$ cat src/hw/rtl/lzss_window_decompressor_assert.svh
// Assertion macros shared by the decompressor RTL.
// Each file that includes this header must have clk and arst_n in scope.
`ifndef LZSS_WINDOW_DECOMPRESSOR_ASSERT_SVH
`define LZSS_WINDOW_DECOMPRESSOR_ASSERT_SVH

// Same-cycle implication, checked at every clock edge outside reset.
`define LZSSWD_ASSERT_NOW(lbl, pre, post, msg) \
	lbl: assert property (@(posedge clk) disable iff (!arst_n) (pre) |-> (post)) \
		else $error(msg);

// Next-cycle implication, checked at every clock edge outside reset.
`define LZSSWD_ASSERT_NEXT(lbl, pre, post, msg) \
	lbl: assert property (@(posedge clk) disable iff (!arst_n) (pre) |=> (post)) \
		else $error(msg);

`endif

$ cat src/hw/rtl/lzsswd_pkg.sv
// Package for the LZSS window decompressor: types, codes and format constants.
// No dependencies; the controller, window and top level refer to it by scoped names.
`default_nettype none

package lzsswd_pkg;

	// Input kind codes.
	localparam logic KIND_DATA    = 1'b0;
	localparam logic KIND_RESTART = 1'b1;

	// Token format constants.
	localparam int unsigned OFFSET_W  = 12;
	localparam int unsigned LEN_W     = 5;
	localparam logic [7:0]  FLAG_MARK = 8'hFF;
	localparam logic [4:0]  MIN_LEN   = 5'd3;

	// Window contents and write pointer after reset or restart.
	localparam logic [7:0]  FILL_BYTE = 8'h20;
	localparam logic [11:0] START_PTR = 12'hFF0;

	// Controller states.
	typedef enum logic {
		ST_IDLE,
		ST_COPY
	} state_t;

	// Request from the token controller to the window datapath.
	typedef struct packed {
		logic                restart;
		logic                issue;
		logic                lit;
		logic [7:0]          lit_byte;
		logic [OFFSET_W-1:0] addr;
		logic                last;
	} cmd_t;

	// Status from the window datapath back to the controller.
	typedef struct packed {
		logic take;
		logic idle;
	} stat_t;

endpackage

`default_nettype wire

$ cat src/hw/rtl/lzsswd_if.sv
// Valid/ready channel interfaces for compressed input and decoded output.
// Depends on nothing; used by the top level and its submodules.
`default_nettype none

interface lzsswd_in_if;
	logic       valid;
	logic       ready;
	logic       kind;
	logic [7:0] in_byte;

	modport source (output valid, output kind, output in_byte, input ready);
	modport sink (input valid, input kind, input in_byte, output ready);
endinterface


`default_nettype wire

$ cat src/hw/rtl/lzsswd_ctrl.sv
// Token controller: parses flag, literal and pair bytes and sequences pair copies.
// Depends on lzsswd_pkg, lzsswd_if and the assertion header.
`default_nettype none
`include "lzss_window_decompressor_assert.svh"

module lzsswd_ctrl (
	input  wire logic         clk,
	input  wire logic         arst_n,
	lzsswd_in_if.sink         comp_ch,
	input  wire lzsswd_pkg::stat_t stat,
	output lzsswd_pkg::cmd_t  cmd
);

	lzsswd_pkg::state_t state_q, state_d;

	logic [15:0]                     flags_q;
	logic                            pend_q;
	logic [7:0]                      low_q;
	logic [lzsswd_pkg::OFFSET_W-1:0] pos_q;
	logic [lzsswd_pkg::LEN_W-1:0]    rem_q;

	logic acc;
	logic is_restart;
	logic is_flag;
	logic is_lit;
	logic is_pair1;
	logic is_pair2;
	logic copy_last;

	// A new request is taken only between copies and with the datapath drained.
	assign comp_ch.ready = (state_q == lzsswd_pkg::ST_IDLE) && stat.idle;
	assign acc           = comp_ch.valid && comp_ch.ready;

	// Classify the incoming byte against the current token state.
	assign is_restart = (comp_ch.kind == lzsswd_pkg::KIND_RESTART);
	assign is_flag    = !is_restart && !flags_q[8];
	assign is_lit     = !is_restart && flags_q[8] && flags_q[0];
	assign is_pair1   = !is_restart && flags_q[8] && !flags_q[0] && !pend_q;
	assign is_pair2   = !is_restart && flags_q[8] && !flags_q[0] && pend_q;
	assign copy_last  = (rem_q == lzsswd_pkg::LEN_W'(1));

	// Next state.
	always_comb begin
		state_d = state_q;
		case (state_q)
			lzsswd_pkg::ST_IDLE: begin
				if (acc && is_pair2) begin
					state_d = lzsswd_pkg::ST_COPY;
				end
			end
			lzsswd_pkg::ST_COPY: begin
				if (stat.take && copy_last) begin
					state_d = lzsswd_pkg::ST_IDLE;
				end
			end
			default: begin
				state_d = lzsswd_pkg::ST_IDLE;
			end
		endcase
	end

	// Requests to the window datapath.
	always_comb begin
		cmd = '0;
		case (state_q)
			lzsswd_pkg::ST_IDLE: begin
				cmd.restart  = acc && is_restart;
				cmd.issue    = acc && is_lit;
				cmd.lit      = 1'b1;
				cmd.lit_byte = comp_ch.in_byte;
				cmd.last     = 1'b1;
			end
			lzsswd_pkg::ST_COPY: begin
				cmd.issue = stat.take;
				cmd.addr  = pos_q;
				cmd.last  = copy_last;
			end
			default: begin
				cmd = '0;
			end
		endcase
	end

	// State register and token state.
	always_ff @(posedge clk or negedge arst_n) begin
		if (!arst_n) begin
			state_q <= lzsswd_pkg::ST_IDLE;
			flags_q <= '0;
			pend_q  <= 1'b0;
			low_q   <= '0;
			pos_q   <= '0;
			rem_q   <= '0;
		end else begin
			state_q <= state_d;
			if (acc) begin
				if (is_restart) begin
					flags_q <= '0;
					pend_q  <= 1'b0;
					low_q   <= '0;
				end else if (is_flag) begin
					flags_q <= {lzsswd_pkg::FLAG_MARK, comp_ch.in_byte};
				end else if (is_lit) begin
					flags_q <= flags_q >> 1;
				end else if (is_pair1) begin
					pend_q <= 1'b1;
					low_q  <= comp_ch.in_byte;
				end else begin
					// Second pair byte: latch offset and length, start the copy.
					pos_q   <= {comp_ch.in_byte[7:4], low_q};
					rem_q   <= {1'b0, comp_ch.in_byte[3:0]} + lzsswd_pkg::MIN_LEN;
					pend_q  <= 1'b0;
					low_q   <= '0;
					flags_q <= flags_q >> 1;
				end
			end else if ((state_q == lzsswd_pkg::ST_COPY) && stat.take) begin
				pos_q <= pos_q + lzsswd_pkg::OFFSET_W'(1);
				rem_q <= rem_q - lzsswd_pkg::LEN_W'(1);
			end
		end
	end

	`LZSSWD_ASSERT_NOW(a_copy_rem_nonzero, state_q == lzsswd_pkg::ST_COPY, rem_q != '0, "copy active with no bytes left")
	`LZSSWD_ASSERT_NOW(a_restart_when_idle, cmd.restart, stat.idle && !cmd.issue, "restart while datapath busy")
	`LZSSWD_ASSERT_NEXT(a_restart_clears, acc && is_restart, !pend_q && !flags_q[8] && state_q == lzsswd_pkg::ST_IDLE, "restart left token state")

endmodule

`default_nettype wire

$ cat src/flat_wrapper.sv
// flat-port wrapper written by rule: the top's interface ports become plain ports
module lzsswd_ctrl_flat 
  (clk, arst_n, stat, cmd, comp_ch_valid, comp_ch_kind, comp_ch_in_byte, comp_ch_ready);
  lzsswd_in_if comp_ch_i ();
  input  wire logic clk;
  input  wire logic arst_n;
  input  wire lzsswd_pkg::stat_t stat;
  output lzsswd_pkg::cmd_t cmd;
  input wire logic [$bits(comp_ch_i.valid)-1:0] comp_ch_valid;
  input wire logic [$bits(comp_ch_i.kind)-1:0] comp_ch_kind;
  input wire logic [$bits(comp_ch_i.in_byte)-1:0] comp_ch_in_byte;
  output wire logic [$bits(comp_ch_i.ready)-1:0] comp_ch_ready;
  assign comp_ch_i.valid = comp_ch_valid;
  assign comp_ch_i.kind = comp_ch_kind;
  assign comp_ch_i.in_byte = comp_ch_in_byte;
  assign comp_ch_ready = comp_ch_i.ready;
  lzsswd_ctrl u_core (.clk(clk), .arst_n(arst_n), .comp_ch(comp_ch_i), .stat(stat), .cmd(cmd));
endmodule
$ cat config.mk
export PLATFORM = sky130hd
export DESIGN_NAME = lzsswd_ctrl_flat
export DESIGN_NICKNAME = d
export VERILOG_FILES = /design/src/hw/rtl/lzsswd_pkg.sv /design/src/hw/rtl/lzsswd_if.sv /design/src/hw/rtl/lzsswd_ctrl.sv /design/src/flat_wrapper.sv
export VERILOG_INCLUDE_DIRS = /design/src /design/src/hw/rtl
export SDC_FILE = /design/constraint.sdc
export NUM_CORES = 1
export LEC_CHECK = 0
export ABC_AREA = 1
export BUFFER_PORTS_ARGS = -buffer_cell sky130_fd_sc_hd__buf_2
export CAP_MARGIN = 20
export CORE_ASPECT_RATIO = 0.75
export CORE_MARGIN = 2
export CORE_UTILIZATION = 30
export DETAILED_ROUTE_END_ITERATION = 16
export PLACE_DENSITY = 0.49
export SYNTH_ARGS = -nofsm -noshare
export SYNTH_HDL_FRONTEND = slang
export SYNTH_SLANG_ARGS = --single-unit
$ cat constraint.sdc
create_clock -name clk -period 2 [get_ports clk]
set_input_delay 0.1 -clock clk [delete_from_list [all_inputs] [get_ports clk]]
set_output_delay 0.1 -clock clk [all_outputs]
set_load 0.005 [all_outputs]
==> metrics.cfg, run 1 <==
[cells_and_area]
fin_util_pct=37.0
final_cells=497
layout-drive-gt1-share_pct=15.6
layout.nets=409
final_cell_mix=105 x nand2_1, 52 x inv_1, 43 x o21ai_0, 43 x dfrtp_1, 38 x buf_2
fillers=884
finalInstanceArea_um2=2980
layout.area.seq_um2=1080
final_common_cell=nand2_1
n_antenna_cell=0
synthToLayoutAreaGrowth_pct=17.5
multi_input_area_um2=1170

[timing]
tightestPinTransition_ns=0.571
slew_headroom_pct=61.8
rsz0062_at_grt=no
min_period_ns=1.62
setup_ws_ns=0.385
setup_viol=0
drv_slew=0
tns_ns=0
max_freq_mhz=619
finalHoldViolCount=0
worst_clock_skew_ns=0.00259
post-route-period-util_pct=80.8

[floorplanning]
start_util_pct=31.4
coreArea_um2=8060
die_h_um=83.6
io_pins=39
dieArea_um2=9200
die-width_um=110
rows=28

[status]
status=finished, final reports clean

[clock_tree]
cts_sinks=43
cts_htree_levels=2
clk_latency_ns=0.28
path_clk_slew_ns=0.06
postCtsSetupRepairBufs=0
cts_buffers=5
root_buffer=clkbuf_16
cts_hold_buffers=1
ctsResizeCount=0
clk_path_buf_depth=2
cts_tree=done

[detailed_routing]
route.detailed.drc=0
vias=2305
vias_per_cell=4.64
drt.antenna.violating_nets=0
wl_per_cell_um=13.0
drtIter0Drc=134
dr.pass1.iters=4
wl_um=6470

[logic_synthesis]
avgSynthCellArea_um2=7.22
synth.distinct_cells=29
netlist_instances=351
yosys.area.top_type=dfrtp_1
netlist_area_um2=2530
synth_nets=369
synth_top_area_share_pct=42.5
ys_seq_elements=43
synth.top_cells.by_area=dfrtp_1 42%, nand2_1 16%, o21ai_0 8.5%
ys_seq_area_share_pct=42.5
yosys_warnings=0

[critical_path]
rr_endpoint=u_core.low_q[2]
worstPathCellList=inv_2 > nand3_4 > o31ai_1 > buf_2
arrival_ns=1.52
rr_worst_depth=5
worstSetupEndpointType=primary output
startpoint_type=register
max_stage_delay_ns=0.41
crit_path_max_fanout=18
r2r_slack_ns=0.45
r2r_start=u_core.state_q
slowest_stage=dfrtp_1
crit_type=reg2out
cp.required_ns=1.90

[place]
place_congestion=0.764
dp.cells=488
dpl_cell_area_um2=2830
portBuffers=38
pre_cts_ws_ns=0.444
dp_hpwl_um=4700

[job]
drv_cap=0

[min_path]
holdPathEnd=u_core.state_q
hold_depth=2
min_path_type=in2reg
hold_start=stat[1]

[grt]
antenna_found_initial=0
grt_max_degree=44
grt_pass1_wl_um=11000
grt_overflow=0
grt_pass1_vias=2247
grt_use_total_pct=15.2

[power_and_ir_drop]
ir_drop_v=0.000493
leakagePower_nw=1.60
power-per-cell-area_nw_per_um2=1250

## worst max-delay path by stage
stage                         start               to  slack (ns)  cells past startpoint
finish               u_core.state_q          cmd[22]        0.38                      4
global route         u_core.state_q  u_core.low_q[2]        0.27                      5
CTS                  u_core.state_q          cmd[22]        0.37                      4
detailed placement   u_core.state_q  u_core.low_q[2]        0.44                      5
global placement     u_core.state_q  u_core.low_q[2]        0.50                      5
floorplan           u_core.pos_q[1]  u_core.pos_q[6]        0.71                      8
## stage by stage
stage	total power, W	hold WS [ns]
finish	0.00371	0.0688
global placement	0.00293	0.229
global route	0.00407	0.0618
CTS	0.00375	0.0616
floorplan	0.00245	-0.196
detailed placement	0.00294	0.230
## cell families (layout without fill, tap and decap cells)
logic type	after synthesis	count (layout)	share of synthesized area, %
and+or+nand+nor	164	164	28.0
AOI/OAI and AO/OA	70	70	15.1
DFF	43	43	42.5
adders and majority gates	4	4	1.98
buffers and inverters	67	108	11.5
xor gates and xnor gates	3	3	1.04
## report_power, final
group / switching [W] / leakage, nW / internal [W]
Clock: 0.000343 / 0.0733 / 0.000456
Combinational: 0.000866 / 0.993 / 0.000576
Sequential: 0.000256 / 0.533 / 0.00121
Total: 0.00147 / 1.60 / 0.00225
## final cells by class
type	count	area share [%]
Clock buffer	5	4.20
Clock inverter	3	0.504
Inverter	55	6.93
Multi-Input combinational cell	241	39.2
Sequential cell	43	36.1
Tap cell	105	4.41
Timing Repair Buffer	45	8.66
## registers in the layout, summed over array words and instances, names as in the netlist
name            flops
u_core.low_q        8
u_core.flags_q     16
u_core.state_q      1
u_core.rem_q        5
u_core.pend_q       1
u_core.pos_q       12
## critical path, delay by kind of cell (launching register included)
family,cells,cell delay [ns]
buffers and inverters,2,0.28
flip-flops,1,0.41
AND/OR/NAND/NOR,1,0.22
AO/OA/AOI/OAI,1,0.32
## synth_stat cells
master    instances
a21oi_1           3
buf_2             5
buf_4             1
buf_6             4
clkbuf_1          2
dfrtp_1          43
ha_1              4
inv_1            52
inv_2             3
nand2_1         105
nand3_1          21
nand3_2           1
nand3_4           1
nand3b_1          2
nand4_1           5
nor2_1           26
nor2_2            1
nor2_4            1
nor2_8            1
o211ai_1          3
o21ai_0          43
o21ai_1           8
o21ai_2           1
o21bai_1          1
o221ai_1          1
o22ai_1           9
o31ai_1           1
xnor2_1           2
xor2_1            1
## metal layers
metal  vias to the layer above  routed length (um)  track usage (%)
li1                       1204                   -                -
met1                      1059                3430             23.2
met2                        37                2710             21.1
met3                         5                 248             2.97
met4                         0                  71             5.00
met5                         -                   0                0
No activity file was read; power rests on OpenSTA's default activity.
==> run 2, diff against run 1 <==
==> constraint.sdc (replaced) <==
create_clock -name clk -period 1.5 [get_ports clk]
set_input_delay 0.075 -clock clk [delete_from_list [all_inputs] [get_ports clk]]
set_output_delay 0.075 -clock clk [all_outputs]
set_load 0.005 [all_outputs]
==> run 2 against run 1 <==
- the run now ends with setup timing left
- clock power up 60%
- via count grew 5.3%
- routed wire length increased by 7.2%
- combinational power is 61% higher
- sequential power rose by 32%
- critical path depth is 1 higher
- first-iteration DRC count down 54%
- critical path type unchanged
- largest cell class unchanged
- largest power group is now combinational cells
==> metrics.cfg, run 2 (same netlist as run 1, synthesis figures left out) <==
[status]
status=complete, but fails checks
violations=setup timing

[clock_tree]
root_buffer=clkbuf_16
cts_htree_levels=2
path_clk_slew_ns=0.06
cts_buffers=5
clk_latency_ns=0.28
cts_sinks=43
clk_path_buf_depth=2
cts_tree=done

[cells_and_area]
fillers=837
top_register=u_core.flags_q
largest_register_ffs=16
final_cell_mix=98 x nand2_1, 52 x inv_1, 43 x dfrtp_1
layout.nets=427
finalInstanceArea_um2=3280
reg_top3=u_core.flags_q: 16 flops, u_core.pos_q: 12 flops, u_core.low_q: 8 flops
synthToLayoutAreaGrowth_pct=29.3
final_cells=515
layout-drive-gt1-share_pct=22.2
n_antenna_cell=0
final_common_cell=nand2_1

[critical_path]
startpoint_type=register
cp.required_ns=1.42
worstSetupEndpointType=primary output
crit_type=reg2out
arrival_ns=1.44
crit_path_max_fanout=11

[detailed_routing]
wl_per_cell_um=13.5
drtIter0Drc=62
vias=2428
route.detailed.drc=0
dr.pass1.iters=4
drt.antenna.violating_nets=0
vias_per_cell=4.71
wl_um=6930

[grt]
grt_max_degree=28
grt_use_total_pct=15.7
antenna_found_initial=0
grt_overflow=0
grt_pass1_wl_um=11300
grt_pass1_vias=2272

[timing]
post-route-period-util_pct=101
tightestPinTransition_ns=0.436
worst_clock_skew_ns=0.00456
drv_slew=0
setup_viol=1
hold_ws_ns=0.0514
max_freq_mhz=660
rsz0062_at_grt=yes
min_period_ns=1.52
setup_ws_ns=-0.0157
slew_headroom_pct=70.9
finalHoldViolCount=0

[floorplanning]
start_util_pct=31.4
die-width_um=110
dieArea_um2=9200
io_pins=39
die_h_um=83.6
coreArea_um2=8060
rows=28

[place]
pre_cts_ws_ns=0.0534
place_congestion=0.786
dpl_cell_area_um2=2930
dp.cells=496
dp_hpwl_um=5030
portBuffers=38

[power_and_ir_drop]
ir_drop_v=0.000603
power-per-cell-area_nw_per_um2=1690
leakagePower_nw=1.74

[job]
drv_cap=0

[min_path]
min_path_type=in2reg

run 2: cell count changes in the layout (fill, tap and decap cells not counted), moves of 2 or more:
cell       previous run  this run
buf_4                 5        18
nand2_1             105        98
nand2_2               0         7
o21ai_0              43        37
o21ai_1               8        12
buf_12                1         4
clkbuf_16             5         7
clkinv_2              3         1
nor2_4                1         3
run 2: path summary, 6_finish.rpt:
check                      cells after the start  slack, ns                from            endpoint
setup reg to reg                               6       0.03      u_core.state_q     u_core.rem_q[4]
hold / removal                                 2       0.05             stat[1]      u_core.state_q
setup / recovery                               5      -0.02      u_core.state_q             cmd[22]
hold reg to reg                                2       0.49  u_core.flags_q[14]  u_core.flags_q[14]
max in group asynchronous                      3       0.73              arst_n     u_core.low_q[4]
min in group asynchronous                      2       0.28              arst_n  u_core.flags_q[15]
run 2: per-layer routing:
| metal | part of all wire (%) | global-route usage, % | vias to the layer above |
|---|---|---|---|
| met5 | 0 | 0 | - |
| met4 | 0.53 | 3.41 | 0 |
| met3 | 4.0 | 3.43 | 2 |
| met2 | 43 | 23.3 | 50 |
| met1 | 53 | 23.1 | 1137 |
| li1 | - | - | 1239 |
run 2: per-stage QoR:
step | setup TNS [ns] | util, % | power [W]
3_3_place_gp | 0 | 36.3 | 0.00402
6_report | -0.0157 | 40.7 | 0.00553
2_1_floorplan | 0 | - | 0.00327
5_1_grt | -0.900 | 40.7 | 0.00602
4_1_cts | 0 | 39.0 | 0.00538
3_5_place_dp | 0 | 36.3 | 0.00404
run 2: power by group:
part,switching (W),internal [W]
clock network,0.000447,0.000828
registers,0.000321,0.00162
logic,0.00132,0.000995
total,0.00209,0.00344
run 2: what timing repair did:
action,CTS,global route
pin swaps,0,3
resized for setup,1,21
hold buffers,1,0
setup endpoints to repair,1,17
hold endpoints to repair,16,0
cloned,0,2
setup buffers,4,4
run 2: layout make-up:
class	instances	area (um^2)	area share (%)
clock buffers	6	139	4.24
clock inverters	2	35.0	1.07
inverters	55	209	6.38
multi-input cells	241	1220	37.2
flip-flops and latches	43	1080	32.8
well taps	105	131	4.01
repair buffers	63	465	14.2
run 2: critical path: stages (launching register included):
cell and delay [ns]:
dfrtp_1 0.41, inv_2 0.11, nand3_4 0.11, buf_12 0.17, o31ai_2 0.21, buf_2 0.16
==> run 3, diff against run 2 <==
--- a/config.mk
+++ b/config.mk
@@ -6,7 +6,7 @@
 export SDC_FILE = /design/constraint.sdc
 export NUM_CORES = 1
 export LEC_CHECK = 0
-export ABC_AREA = 1
+export ABC_AREA = 0
 export BUFFER_PORTS_ARGS = -buffer_cell sky130_fd_sc_hd__buf_2
 export CAP_MARGIN = 20
 export CORE_ASPECT_RATIO = 0.75
==> run 3 against run 2 <==
- critical path type is now reg2reg
- largest cell class unchanged
- global-route usage increased by 0.19 points
- sequential power fell by 11%
- first-iteration DRC count increased by 52%
- worst hold slack gained 0.0054 ns
- the flow now finishes without violations
- sequential cell count did not move
==> metrics.cfg, run 3 <==
[status]
status=finished, final reports clean

[cells_and_area]
finalInstanceArea_um2=3220
layout-drive-gt1-share_pct=33.2
fin_util_pct=40.7
layout.nets=342
synthToLayoutAreaGrowth_pct=31.0
final_common_cell=dfrtp_1
reg_top3=u_core.flags_q: 16 flops, u_core.pos_q: 12 flops, u_core.low_q: 8 flops
final_cell_mix=42 x dfrtp_1, 38 x buf_2, 30 x buf_4
top_register=u_core.flags_q
fillers=828
n_antenna_cell=0
final_cells=430
largest_register_ffs=16

[timing]
tightestPinTransition_ns=0.473
finalHoldViolCount=0
setup_viol=0
max_freq_mhz=671
worst_clock_skew_ns=0.00935
drv_slew=0
rsz0062_at_grt=yes
setup_ws_ns=0.00912
min_period_ns=1.49
slew_headroom_pct=68.5
post-route-period-util_pct=99.4

[job]
drv_cap=0

[critical_path]
worstSetupEndpointType=register
arrival_ns=1.72
startpoint_type=register
r2r_slack_ns=0.009
crit_path_max_fanout=9
cp.required_ns=1.73
crit_type=reg2reg

[grt]
antenna_found_initial=0
grt_pass1_wl_um=10800
grt_max_degree=30
grt_pass1_vias=2011
grt_overflow=0
grt_use_total_pct=15.9

[logic_synthesis]
synth_top_area_share_pct=43.7
synth_xor_area_share_pct=0.712
synth_top_family_by_area=compound AO/OA/AOI/OAI gates
synth.top_cells.by_area=dfrtp_1 44%, o31ai_1 4.9%, nand2_1 4.3%
synth_nets=277
synth.most_common_cell=dfrtp_1
synth-adder-area-share_pct=2.03
synth_flop_cell=dfrtp_1
synth.distinct_cells=48
avgSynthCellArea_um2=9.50
yosys.area.top_type=dfrtp_1
synth.mux.area_fraction_pct=2.85
yosys_warnings=0
netlist_area_um2=2460
synth-edff-count=0
synth-simple-area-share_pct=20.9
synth_commonest_cells=43 x dfrtp_1, 28 x nand2_1, 16 x o31ai_1
synth-compound-area-share_pct=23.7
async_reset_ff_share_pct=100
ys_seq_area_share_pct=43.7
ys_seq_elements=43
netlist_instances=259

[clock_tree]
root_buffer=clkbuf_8
clk_path_buf_depth=2
cts_tree=done
clk_latency_ns=0.30
cts_htree_levels=2
path_clk_slew_ns=0.09
cts_buffers=5
cts_sinks=43

[place]
dpl_cell_area_um2=2920
dp_hpwl_um=4720
pre_cts_ws_ns=0.00246
place_congestion=0.808
dp.cells=413
portBuffers=38

[detailed_routing]
drt.antenna.violating_nets=0
route.detailed.drc=0
dr.pass1.iters=4
vias=2161
drtIter0Drc=94
vias_per_cell=5.03
wl_um=6680
wl_per_cell_um=15.5

[floorplanning]
die-width_um=109
rows=28
dieArea_um2=8950
start_util_pct=31.1
io_pins=39
coreArea_um2=7920
die_h_um=82.4

[power_and_ir_drop]
power-per-cell-area_nw_per_um2=1350
leakagePower_nw=1.50
ir_drop_v=0.000442

[min_path]
min_path_type=in2reg

[run 3: worst paths after layout]
path / from / to / cells past startpoint
worst max register to register: u_core.state_q / u_core.low_q[0] / 6
worst min register to register: u_core.flags_q[11] / u_core.flags_q[11] / 2
worst min-delay path: comp_ch_in_byte[5] / u_core.low_q[5] / 2
min in group asynchronous: arst_n / u_core.flags_q[2] / 2
worst max-delay path: u_core.state_q / u_core.low_q[0] / 6
max in group asynchronous: arst_n / u_core.flags_q[7] / 3
[run 3: worst max-delay path, cell delays in order, from the launching register on]
cell and delay, ns:
dfrtp_1 0.43, nand3b_4 0.21, buf_6 0.15, buf_4 0.14, nor4_4 0.21, buf_6 0.17
a22o_1 0.13
[run 3: where the power goes]
group | leakage [nW] | internal, W | switching [W]
Clock | 0.0618 | 0.000549 | 0.000433
Sequential | 0.553 | 0.00149 | 0.000236
Combinational | 0.885 | 0.000826 | 0.000831
Total | 1.50 | 0.00286 | 0.00150
[run 3: metal layers]
layer | up-vias | track usage (%) | part of all wire [%]
met5 | - | 0 | 0
li1 | 1061 | - | -
met3 | 8 | 3.14 | 4.8
met1 | 1042 | 24.4 | 52
met4 | 0 | 4.36 | 1.2
met2 | 50 | 22.3 | 42
[run 3: logic make-up after synthesis]
logic type	count (synthesis)
and+or+nand+nor	91
AOI/OAI and AO/OA	84
DFF	43
buffers and inverters	28
muxes	7
adders and majority gates	4
xor gates and xnor gates	2
[run 3: layout make-up]
type	count	area, um^2	share of cell area (%)
clock buffers	6	82.6	2.56
clock inverters	2	38.8	1.20
inverters	9	33.8	1.05
multi-input cells	188	1310	40.6
flip-flops and latches	43	1080	33.4
well taps	105	131	4.08
repair buffers	77	549	17.0
[run 3: stage by stage]
step | hold WS (ns) | setup TNS (ns) | total power, W
after floorplan | -0.221 | 0 | 0.00270
after global placement | 0.0630 | 0 | 0.00332
after detailed placement | 0.0667 | 0 | 0.00334
after CTS | 0.0581 | -0.0585 | 0.00436
after global routing | 0.0649 | -0.331 | 0.00474
final | 0.0567 | 0 | 0.00436
[run 3: repair_timing]
action,4_1_cts,5_1_grt
gates resized for setup,8,15
setup endpoints to repair,8,25
cloned,0,0
pin swaps,1,2
setup buffers,4,4
hold buffers,1,0
endpoints found under the hold margin,16,0
